`src/lazy_segment_tree_range_engine_core_defines.svh`:
```
// Assertion helpers used by the engine core.
`ifndef LAZY_SEGMENT_TREE_RANGE_ENGINE_CORE_DEFINES_SVH
`define LAZY_SEGMENT_TREE_RANGE_ENGINE_CORE_DEFINES_SVH

// Same-cycle implication, checked outside reset.
`define LSTRE_ASSERT_NOW(lbl, ante, cons, msg) \
  lbl: assert property (@(posedge clk) disable iff (!rst_n) (ante) |-> (cons)) \
    else $error(msg);

// Next-cycle implication, checked outside reset.
`define LSTRE_ASSERT_NEXT(lbl, ante, cons, msg) \
  lbl: assert property (@(posedge clk) disable iff (!rst_n) (ante) |=> (cons)) \
    else $error(msg);

`endif

```
`src/lstre_ram.sv`:
```
module lstre_ram #(
  parameter int WIDTH = 8,
  parameter int DEPTH = 16
) (
  input  logic                     clk,
  input  logic                     we,
  input  logic [$clog2(DEPTH)-1:0] waddr,
  input  logic [WIDTH-1:0]         wdata,
  input  logic [$clog2(DEPTH)-1:0] raddr,
  output logic [WIDTH-1:0]         rdata
);

  logic [WIDTH-1:0] mem [DEPTH];
  logic [WIDTH-1:0] rdata_r;

  always_ff @(posedge clk) begin
    if (we) begin
      mem[waddr] <= wdata;
    end
    rdata_r <= mem[raddr];
  end

  assign rdata = rdata_r;

endmodule

```
`config.mk`:
```
export PLATFORM = sky130hd
export DESIGN_NAME = lstre_ram
export DESIGN_NICKNAME = d
export VERILOG_FILES = /design/src/lazy_segment_tree_range_engine_core_defines.svh /design/src/lstre_ram.sv
export SDC_FILE = /design/constraint.sdc
export NUM_CORES = 1
export LEC_CHECK = 0
export ABC_AREA = 1
export ABC_CLOCK_PERIOD_IN_PS = 1830
export BUFFER_PORTS_ARGS = -buffer_cell sky130_fd_sc_hd__buf_2
export CORE_UTILIZATION = 55
export DETAILED_ROUTE_END_ITERATION = 16
export GPL_TIMING_DRIVEN = 1
export HOLD_SLACK_MARGIN = 0.12
export PLACE_DENSITY = 0.73
export REMOVE_ABC_BUFFERS = 1
export SLEW_MARGIN = 20
export SYNTH_ARGS = -nofsm -noshare
export SYNTH_HDL_FRONTEND = slang
export SYNTH_SLANG_ARGS = --single-unit
```
`constraint.sdc`:
```
create_clock -name clk -period 1.83 [get_ports clk]
set_input_delay 0.4575 -clock clk [delete_from_list [all_inputs] [get_ports clk]]
set_output_delay 0.4575 -clock clk [all_outputs]
set_load 0.1 [all_outputs]
```
Word level (Yosys, flattened, before mapping)
Memories as Yosys holds them, arrays and structs flattened. A register that Yosys moved wholly into a read port is not among the register bits.
Cells that the tools add are included.
{ "word_totals": {"regBits": 0, "mem_bits_rw": 128, "in_bits": 18, "out_inout_bits": 8, "word_cells": 3, "mem_count": 1} }
{ "classes": {"n_mux": 2} }
{ "mem_list": {"columns": ["name", "words", "width", "rd", "rd_clocked_by_memory_dff", "wr", "line", "text"], "rows": [
  ["mem", 16, 8, 1, 1, 1, "lstre_ram.sv:13", "logic [WIDTH-1:0] mem [DEPTH];"]
]} }
{ "op_table": {"columns": ["operator", "count"], "rows": [
  ["1-bit two-way mux", 2]
]} }

Logic depth before layout (Yosys ltp)
{ "depth": {"ltp_word": 2, "depth_mapped": 8, "mapped_depth_nobuf": 7} }

Worst setup path before layout
OpenSTA, ideal clock, no wires.
{ "synth_timing": {"kind": "input -> register", "from": "in waddr[2]", "to": "mem mem[10][0], enable pin", "setup_ns": 0.370, "arrival_ns": 1.038, "required_time_ns": 1.460, "path_slack_ns": 0.422, "cell_stages": 2, "n_path_buf": 0, "path_cell_list": "nand3b_1 > nor2_1"} }
{ "synth_rtl": {"columns": ["item", "line", "text"], "rows": [
  ["from (decl)", "lstre_ram.sv:7", "input logic [$clog2(DEPTH)-1:0] waddr,"],
  ["to (decl)", "lstre_ram.sv:13", null]
]} }
Straight into the memory's write port.

Final worst setup path
{ "layout_timing": {"from": "reg rdata_r[6], in the netlist rdata[6], read port of mem", "to": "out rdata[6]"} }
{ "layout_rtl": {"columns": ["item", "line", "text"], "rows": [
  ["from (decl)", "lstre_ram.sv:14", "logic [WIDTH-1:0] rdata_r;"],
  ["to (decl)", "lstre_ram.sv:10", "output logic [WIDTH-1:0] rdata"]
]} }
No word-level cell between the ends.

==> impl_results.md <==
- Final layout net count: 613
- Post-Syn Instances: 551
- Maximum clock frequency: 578 MHz
- Setup Fix Bufs, Post-CTS: 0
- Row count: 37
- Clock-pin slew of the registers on the worst-case setup and hold paths: 60 ps
- Inserted Clock Buffers: 17
- Post-synthesis cell area: 0.00577 mm2
- CTS H-tree depth: 4
- Filler cells: 761
- Sequential power share: 0.481
- CP max FO: 1
- Hold_ws: 336 ps
- Crit start category: register
- Most common cell after layout, fill and taps aside: nand2_1
- Drt wl/cell: 15.9 um
- DR pass1 iterations: 11
- Power per cell area: 1090 mW/mm2
- CP peak stage delay: 430 ps
- Period Utilization, post-route: 0.946
- Synth Register Bits: 136
- Final ANT Viol Nets: 0
- Multi-input combinational cell area: 0.00121 mm2
- Outcome: complete, but fails checks
- RSZ-0062 raised after global routing: false
- Switching pwr: 0.00161 W
- # port buffers: 25
- Worst Path Required: 1370 ps
- Setup TNS: 0 ps
- Root Buffer: clkbuf_8
- Mapped Avg Cell Area: 10.5 um2
- Die width: 104 um
- DIE AREA: 0.0109 mm2
- GP Congestion: 0.803
- Int Pwr: 0.00567 W
- Routed WL: 11800 um
- CP endpoint kind: output port
- Yosys warns: 0
- Hold crit path type: primary input to register
- Post-synth cell types: 12
- Area of the core: 0.0102 mm2
- Pin count of the biggest net entering global routing: 65
- Layout cells sized above 1: 0.123
- Initial antenna violation count: 0
- Violated checks: DRC
- Sw Share: 0.221
- Vias per cell: 5.18
- Seq. cell area: 0.00400 mm2
- Endpoints failing setup: 0
- HPWL Detailed: 7380 um
- Die height: 104 um
- MaxCap Viol Count: 0
- Congestion Overflow GR: 0
- Rel. slew slack: 0.671
- Clock buffer depth: 2
- Critical Path, Cell by Cell: buf_2
- LEAKAGE: 2.92 nW
- Worst slew pin tran: 496 ps
- Final Max Tran Viols: 0
- Hold Buf Count CTS: 0
- Critical path class: register to output port
- Seq/Total Area, Yosys: 0.694
- Clk Latency, worst-skew pair: 520 ps
- Area Overhead vs Synth: 15.7%
- Total GRT Usage: 0.236
- Critical path's slowest cell: buf_2
- Most frequent cells in the layout: 173 x nand2_1, 128 x edfxtp_1, 100 x inv_1, 97 x nand3_1, 25 x buf_2
- Max IR drop VDD: 0.000580 V
- Clk network pwr share: 0.442
- Crit path time final: 1730 ps
- Global-route wire length before repair: 19000 um
- CTS resizes: 0
- Crit path buffers/inverters: 1
- N_diodes: 0
- Vias: 3855
- TritonCTS clock tree: built
- Vias in the first global route: 3741
- Combinational Power Share: 0.077
- WP data arrival: 1270 ps
- DRC errors left: 2
- Critical path's top delay family: buffers and inverters
- Sink Count: 136
- Final hold violation count: 0
- Max Clock Skew: 7.76 ps
- Initial Util: 0.564
- Ports: 26
- DR iter-0 viols: 326
==> power by group through the flow <==
| stage | clock (W) | combinational (W) | sequential, W |
|---|---|---|---|
| 2_1_floorplan | 0 | 0.000188 | 0.00371 |
| 3_3_place_gp | 0 | 0.000548 | 0.00356 |
| 3_5_place_dp | 0 | 0.000559 | 0.00357 |
| 4_1_cts | 0.00323 | 0.000563 | 0.00350 |
| 5_1_grt | 0.00337 | 0.000612 | 0.00351 |
| 6_report | 0.00321 | 0.000562 | 0.00350 |
==> per-stage QoR <==
| step | power [W] | setup WS (ps) | util | instance area [um2] | std cells |
|---|---|---|---|---|---|
| after global routing | 0.00749 | 62.3 | 0.652 | 6670 | 744 |
| after CTS | 0.00730 | 67.9 | 0.652 | 6670 | 744 |
| after floorplan | 0.00390 | 392 | - | 5600 | 527 |
| after detailed placement | 0.00413 | 297 | 0.598 | 6110 | 712 |
| final | 0.00728 | 99.0 | 0.652 | 6670 | 744 |
| after global placement | 0.00411 | 303 | 0.598 | 6110 | 712 |
==> cells by family (layout without fill, tap and decap cells) <==
family / count (synthesis) / in the layout / synth area share
simple gates: 289 / 289 / 0.210
flops: 136 / 136 / 0.694
buf+inv: 126 / 183 / 0.0952
==> Yosys cell counts, drive strengths merged <==
cell    instances  share of area
inv           102          0.066
edfxtp        128           0.67
nand3b          2         0.0026
dfxtp           8          0.028
nor2           17          0.011
nand3          97          0.084
buf            24          0.029
nand2         173           0.11
==> layer usage <==
metal  up-vias  track usage  wire length [um]
met4         0        0.112               256
met3        19       0.0526               777
li1       1862            -                 -
met2       140        0.381              5850
met1      1834        0.303              4940
met5         -            0                 0
==> layout make-up <==
type,count,area share
Timing Repair Buffer,49,0.0514
Clock inverter,10,0.0191
Multi-Input combinational cell,289,0.182
Clock buffer,22,0.0649
Inverter,102,0.0574
Tap cell,136,0.0255
Sequential cell,136,0.600
==> state kept, by name, summed over array words and instances, names as in the netlist <==
signal,cells
rdata,8
mem,128
==> worst paths after layout <==
path	to	from	slack [ps]	cells after the start
setup / recovery	rdata[6]	rdata[6]$_DFF_P_	100	1
hold / removal	rdata[7]$_DFF_P_	raddr[3]	340	3
setup reg to reg	rdata[1]$_DFF_P_	mem[8][1]$_DFFE_PP_	830	6
hold reg to reg	rdata[0]$_DFF_P_	mem[14][0]$_DFFE_PP_	670	6
==> worst min-delay path: stages <==
cell and delay, ps:
buf_2 190, nand3_1 110, nand2_1 40
Note: power is estimated with default switching activity, not from simulation.
