### config.mk
export PLATFORM = sky130hd
export DESIGN_NAME = lstre_alu
export DESIGN_NICKNAME = d
export VERILOG_FILES = /design/src/lazy_segment_tree_range_engine_core_defines.svh /design/src/lstre_pkg.sv /design/src/lstre_alu.sv
export SDC_FILE = /design/constraint.sdc
export NUM_CORES = 1
export LEC_CHECK = 0
export ABC_AREA = 1
export BUFFER_PORTS_ARGS = -buffer_cell sky130_fd_sc_hd__buf_2
export CORE_MARGIN = 5
export CORE_UTILIZATION = 30
export DETAILED_ROUTE_END_ITERATION = 10
export SETUP_SLACK_MARGIN = 0.5
export SLEW_MARGIN = 20
export SYNTH_ARGS = -nofsm -noshare
export SYNTH_HDL_FRONTEND = slang
export SYNTH_SLANG_ARGS = --single-unit
export TNS_END_PERCENT = 10
### constraint.sdc
create_clock -name vclk -period 2.1
set_input_delay 0.105 -clock vclk [all_inputs]
set_output_delay 0.105 -clock vclk [all_outputs]
set_load 0.02 [all_outputs]
### src/lazy_segment_tree_range_engine_core_defines.svh
// Assertion helpers used by the engine core.
`ifndef LAZY_SEGMENT_TREE_RANGE_ENGINE_CORE_DEFINES_SVH
`define LAZY_SEGMENT_TREE_RANGE_ENGINE_CORE_DEFINES_SVH

// Same-cycle implication, checked outside reset.
`define LSTRE_ASSERT_NOW(lbl, ante, cons, msg) \
  lbl: assert property (@(posedge clk) disable iff (!rst_n) (ante) |-> (cons)) \
    else $error(msg);

// Next-cycle implication, checked outside reset.
`define LSTRE_ASSERT_NEXT(lbl, ante, cons, msg) \
  lbl: assert property (@(posedge clk) disable iff (!rst_n) (ante) |=> (cons)) \
    else $error(msg);

`endif

### src/lstre_pkg.sv
package lstre_pkg;

  localparam int LEAVES  = 1024;
  localparam int LEAF_AW = $clog2(LEAVES);
  localparam int TAG_AW  = LEAF_AW + 1;
  localparam int PTR_W   = TAG_AW + 1;
  localparam int SIZE_W  = 11;
  localparam int VAL_W   = 48;
  localparam int OPND_W  = 32;

  localparam logic [1:0] FUNC_ASSIGN = 2'd0;
  localparam logic [1:0] FUNC_READ   = 2'd1;
  localparam logic [1:0] FUNC_ADD    = 2'd2;
  localparam logic [1:0] FUNC_REDUCE = 2'd3;

  localparam logic CFG_REDUCE_MODE = 1'b0;
  localparam logic CFG_ACTIVE_SIZE = 1'b1;

  typedef struct packed {
    logic [1:0]               func;
    logic [9:0]               index_low;
    logic [10:0]              index_end;
    logic signed [OPND_W-1:0] operand_value;
  } in_item_t;

  typedef struct packed {
    logic signed [VAL_W-1:0] result_value;
    logic                    error;
  } out_item_t;

  typedef enum logic [1:0] {
    ALU_ADD,
    ALU_SUB,
    ALU_MAX
  } alu_op_t;

  typedef enum logic [3:0] {
    ST_CLEAR,
    ST_IDLE,
    ST_ELEM,
    ST_LEAF,
    ST_WALK_RD,
    ST_WALK_ACC,
    ST_ASSIGN,
    ST_COMBINE,
    ST_ADD_CHK,
    ST_ADD_L,
    ST_ADD_RCHK,
    ST_ADD_R,
    ST_ADD_SHIFT,
    ST_DONE
  } state_t;

endpackage

### src/lstre_alu.sv
module lstre_alu
  import lstre_pkg::*;
(
  input  alu_op_t           op,
  input  logic [VAL_W-1:0]  a,
  input  logic [VAL_W-1:0]  b,
  output logic [VAL_W-1:0]  y
);

  always_comb begin
    case (op)
      ALU_ADD: y = a + b;
      ALU_SUB: y = a - b;
      ALU_MAX: y = ($signed(a) > $signed(b)) ? a : b;
      default: y = a;
    endcase
  end

endmodule

## Word-level counts from Yosys, hierarchy flattened

Cells that the tools add are included.

- Bits in registers: 0
- Input bits: 98
- Word-level logic and storage cells: 8

- $add $sub $neg: 2
- Magnitude comparators: 1
- Equal/unequal tests: 2
- Muxes and demuxes: 2
- Reductions and logical operators: 1

Operator list:

| kind | number |
|---|---|
| case mux 48 bit (3 select lines) | 1 |
| adder 48 bit | 1 |
| greater-than comparator 48 bit | 1 |
| 2-to-1 mux 48 bit | 1 |
| subtractor 48 bit | 1 |
| == test 2 x 1 -> 1 bit, second input constant | 1 |
| == test 2 bit, second input constant | 1 |
| logical NOT 2 bit | 1 |

## Longest topological paths before layout

Gate-level depths: netlist of run 1.

- Depth after elaboration: 3
- Depth in mapped cells: 19
- Depth with buffers taken out: 18

## Least setup slack after synthesis of run 1

OpenSTA, ideal clock, no wires.

- Path kind: input to output
- From: in a[0]
- To: out y[3]
- Arrival: 2133 ps
- Path slack: -138 ps
- Cell stages on the path: 18
- Path buffers: 1
- Cell sequence: inv_1 -> ha_1 -> inv_1 -> fa_1 -> nand2_1 -> nand2_1 -> nand3_2 -> nand2_2 -> nand2_1 -> nand2_2 -> nand2_2 -> nand3_2 -> nand2_1 -> nand2_2 -> buf_12 -> nand3_1 -> nand3_1 -> a21oi_1

- Longest elaborated chain between the ends: 3

RTL lines:

| item | line | source |
|---|---|---|
| start, declared | lstre_alu.sv:5 | `input logic [VAL_W-1:0] a,` |
| greater-than comparator 48 bit | lstre_alu.sv:14 | `ALU_MAX: y = ($signed(a) > $signed(b)) ? a : b;` |
| 2-to-1 mux 48 bit | lstre_alu.sv:14 |  |
| case mux 48 bit (3 select lines) * | lstre_alu.sv:11 | `case (op)` |
| end, declared | lstre_alu.sv:7 | `output logic [VAL_W-1:0] y` |

Mark *: on every way between the ends. The rest lies on a longest branch, timed or not.

## Worst setup path after layout of run 1

- From: in b[28]
- To: out y[41]

- Longest elaborated chain between the ends: 3

RTL lines:

| item | line | source |
|---|---|---|
| start, declared | lstre_alu.sv:6 | `input logic [VAL_W-1:0] b,` |
| greater-than comparator 48 bit | lstre_alu.sv:14 |  |
| 2-to-1 mux 48 bit | lstre_alu.sv:14 |  |
| case mux 48 bit (3 select lines) * | lstre_alu.sv:11 |  |

Marked as above.

==> results.cfg, run 1 <==
[timing]
hold_viol_final = 0
rsz0062_at_grt = true
fin_setup_tns_ps = -19350
finalSetupViolations = 48
max_freq_mhz = 388.2
fin_crit_ps = 2576
finalCritPeriodShare_pct = 122.7
slew-limit-headroom_pct = 48.41
tightest_slew_ps = 765.8
drv_slew = 0
fin_ws_ps = -476.0

[die]
rows = 65
start_util_pct = 30.26
dieArea_sq_mm = 0.03532
die_x_microns = 187.9
pin_count = 146
core_sq_mm = 0.03139
die_h_microns = 187.9

[hold_path]
min_path_type = input port to output port

[worst_setup_path]
endpoint_kind = output port
path_class = input port to output port
cp.required_ps = 2000
critPathArrivalTime_ps = 2470
startpoint_type = input port
critPathMaxFanout = 5

[global_route]
grt_pass1_vias = 14350
gr-usage-all-layers_pct = 30.69
grt_pass1_wl_microns = 84540
grt_overflow = 0
grt_max_degree = 29
antenna_found_initial = 1

[finish]
drive_gt1_share_pct = 38.32
final_common_cell = buf_4
final_cell_mix = buf_4, nand2_1, inv_1, nand3_1, nor2_1
nets = 2723
areaGrowthSynthToFinish_pct = 66.62
insertedDiodeCount = 0
seq_cell_count = 0
layoutNonFillerInstCount = 2928
regArea_sq_um = 0
design_area_sq_mm = 0.01583
clkbuf_count = 0

[synthesis]
synth-seq-area-share_pct = 0
synth_cell_types = 42
syn_nets = 2074
yosysWarnings = 0
synthCells = 1879
synth.cell_area_sq_mm = 0.009498
avgSynthCellArea_sq_um = 5.055

[job]
drv_cap = 0

[drt]
vias = 15090
drt-total-wl_microns = 57600
wl_per_cell_microns = 19.67
drt_iter0_drc = 1419
ant_nets = 0
routed_via_density = 5.152
firstDrtPassIters = 6
drc = 0

[placement]
dp_hpwl_microns = 48180
dpl-instance-area_sq_mm = 0.01453
place_congestion = 1.021
dp_slack_ps = -598.5
io_buffers = 146
dpl.cell_count = 2906

[status]
violations = setup timing
status = finished with violations

[power]
p_leak_nw = 8.268
pwr_density_cell_mw_per_mm2 = 332.8
irDropWorstVdd_mv = 0.1448
finalPower_mw = 5.267

[clock_tree]
holdBufCountCts = 0
-- through the flow --
stage	hold slack [ps]	utilization, %
after floorplan	394.1	-
after global placement	583.7	46.27
after detailed placement	589.7	46.27
after CTS	577.6	49.21
after global routing	605.1	50.41
final	576.5	50.41
-- cells by family after synthesis --
group | share of synthesized area (%)
and+or+nand+nor | 51.90
buffers and inverters | 16.97
AOI/OAI and AO/OA | 18.19
adders and majority gates | 12.94
-- cell usage after synthesis (5+ instances only) --
library cell | n | area [sq um]
nand2_1 | 490 | 1839
inv_1 | 300 | 1126
nor2_1 | 204 | 765.7
nand3_1 | 202 | 1011
a21oi_1 | 154 | 770.7
o21ai_0 | 110 | 550.5
ha_1 | 95 | 1189
nand4_1 | 80 | 500.5
nand3_2 | 34 | 340.3
o21bai_1 | 23 | 172.7
nor3_1 | 22 | 110.1
buf_2 | 21 | 105.1
buf_4 | 21 | 157.7
nand2_2 | 18 | 112.6
clkbuf_1 | 17 | 63.81
a21o_1 | 10 | 75.07
inv_2 | 9 | 33.78
nor2_2 | 7 | 43.79
a31oi_1 | 6 | 37.54
a21oi_2 | 5 | 43.79
-- final cells by class --
cell class	count	area (sq um)
Fill cell	3444	15570
Inverter	312	1184
Multi-Input combinational cell	1499	8822
Tap cell	402	503.0
Timing Repair Buffer	715	5316
-- where the power goes --
| group | switching (mW) | internal [mW] | leakage, nW |
|---|---|---|---|
| combinational | 2.97 | 2.29 | 8.27 |
| sequential | 0 | 0 | 0 |
| clock | 0 | 0 | 0 |
-- worst paths after layout --
path	startpoint	end	slack, ps	depth (start not counted)
max	b[28]	y[41]	-480	14
min	a[47]	y[47]	580	4
-- routing by layer --
metal,global-route usage (%),vias up,wire length (microns)
met3,3.500,80,4848
met4,6.014,0,1511
met5,0,-,0
met2,49.43,623,24870
li1,-,7405,-
met1,44.31,6977,26370
-- worst max-delay path, stage by stage --
cell and delay (ps):
buf_2 110, inv_1 100, ha_4 230, o21ai_0 620, buf_4 220, a21oi_1 50
o21ai_0 260, buf_4 170, a21oi_1 90, nand3_1 90, nand2_1 50, nand3_1 80
nand4_1 110, buf_4 170
-- timing repair --
action                     CTS  global route
gates resized for setup    153            93
buffers inserted            14             3
cloned                       5             0
setup endpoints to repair   48            48
pin swaps                   22            28
No activity file was read; power rests on OpenSTA's default activity.
==> run 2, diff against run 1 <==
PLACE_DENSITY = 0.59   (was default)
==> run 2 against run 1 <==
The flow still finishes with violations (setup timing). Die area is the same. Largest power group unchanged. Sequential cell count unchanged. Critical endpoint is now y[36]. Setup slack worse by 45 ps. Final area rose by 1.1%.
==> results.cfg, run 2 (synthesis gave the netlist of run 1 again) <==
[timing]
finalCritPeriodShare_pct = 124.8
timing.hold.ws_ps = 581.6
tightest_slew_ps = 558.5
fin_ws_ps = -520.9
finalSetupViolations = 48
rsz0062_at_grt = true
slew-limit-headroom_pct = 62.52
hold_viol_final = 0
max_freq_mhz = 381.5
fin_setup_tns_ps = -19180
fin_crit_ps = 2621
drv_slew = 0

[drt]
drc = 0
drt_iter0_drc = 1526
ant_nets = 0
wl_per_cell_microns = 19.42
firstDrtPassIters = 6
routed_via_density = 5.107
drt-total-wl_microns = 56960
vias = 14980

[power]
intPower_mw = 2.244
pwr_density_cell_mw_per_mm2 = 324.8
p_sw_share_pct = 56.80
finalPower_mw = 5.195
p_leak_nw = 8.325
irDropWorstVdd_mv = 0.1611
combPwrFrac_pct = 100.0
seq_power_share_pct = 0
p_sw_mw = 2.951
pwr-share-clk_pct = 0

[finish]
final_common_cell = buf_4
regArea_sq_um = 0
drive_gt1_share_pct = 40.02
multi_input_area_sq_mm = 0.009039
clkbuf_count = 0
areaGrowthSynthToFinish_pct = 68.41
seq_cell_count = 0
nets = 2728
insertedDiodeCount = 0
fillers = 3329
design_area_sq_mm = 0.01600
final_cell_mix = buf_4, nand2_1, inv_1, nand3_1, nor2_1

[worst_setup_path]
critPathMaxFanout = 7
endpoint_kind = output port
cp.required_ps = 2000
worstPathCellList = buf_2 -> inv_1 -> ha_4 -> nand2_2 -> inv_2 -> nand2_2 -> inv_1 -> a21oi_2 -> nand2_4 -> nand2_4 -> nand4_1 -> nand2_8 -> buf_12 -> nand3_2 -> nand3_1 -> nand4_1 -> buf_6
path_buf_inv = 6
path_delay_family = simple AND/OR/NAND/NOR gates
path_class = input port to output port
critPathMaxStageDelay_ps = 250
cp_slowest_cell = ha_4
startpoint_type = input port
critPathArrivalTime_ps = 2520

[global_route]
grt_pass1_vias = 14060
antenna_found_initial = 0
grt_pass1_wl_microns = 82660
gr-usage-all-layers_pct = 30.04
grt_max_degree = 27
grt_overflow = 0

[die]
pin_count = 146
rows = 65
dieArea_sq_mm = 0.03532
die_h_microns = 187.9
start_util_pct = 30.26
die_x_microns = 187.9
core_sq_mm = 0.03139

[placement]
dpl-instance-area_sq_mm = 0.01454
io_buffers = 146
dp_hpwl_microns = 48750
dp_slack_ps = -654.8
place_congestion = 1.024

[status]
status = finished with violations
violations = setup timing

[job]
drv_cap = 0

[hold_path]
min_path_type = input port to output port
[run 2: metal layers]
| metal | vias up | part of all wire (%) | GRT usage [%] |
|---|---|---|---|
| met2 | 599 | 44 | 48.65 |
| met3 | 49 | 8.8 | 4.635 |
| li1 | 7427 | - | - |
| met5 | - | 0 | 0 |
| met4 | 0 | 1.8 | 4.263 |
| met1 | 6903 | 45 | 43.07 |
[run 2: final cells by class]
type                       instances  share of cell area (%)
multi-input combinational       1499                   56.51
timing repair buffer             720                   32.93
inverter                         312                   7.416
tap                              402                   3.145
[run 2: power by group through the flow]
stage	Sequential [mW]	Clock, mW	Combinational, mW
5_1_grt	0	0	5.56
3_3_place_gp	0	0	4.48
6_report	0	0	5.20
2_1_floorplan	0	0	2.23
3_5_place_dp	0	0	4.51
4_1_cts	0	0	4.76
[run 2: final timing paths]
check,slack (ps),from,to,depth (start not counted)
max,-520,b[15],y[36],17
min,580,a[47],y[47],4
[run 2: what timing repair did]
item	CTS	global route
setup endpoints to repair	48	48
resized for setup	154	173
gates cloned	0	2
pin swaps	9	30
setup buffers	9	14
hold buffers	0	0
[run 2: through the flow]
stage / utilization, % / std cells
6_report: 50.95 / 2933
5_1_grt: 50.95 / 2933
4_1_cts: 48.33 / 2917
3_5_place_dp: 46.32 / 2908
3_3_place_gp: 46.32 / 2908
2_1_floorplan: - / 1879
[run 2: worst min-delay path, stage by stage]
cell     delay [ps]
buf_2           100
nand2_1          50
nand4_1          80
buf_4           130
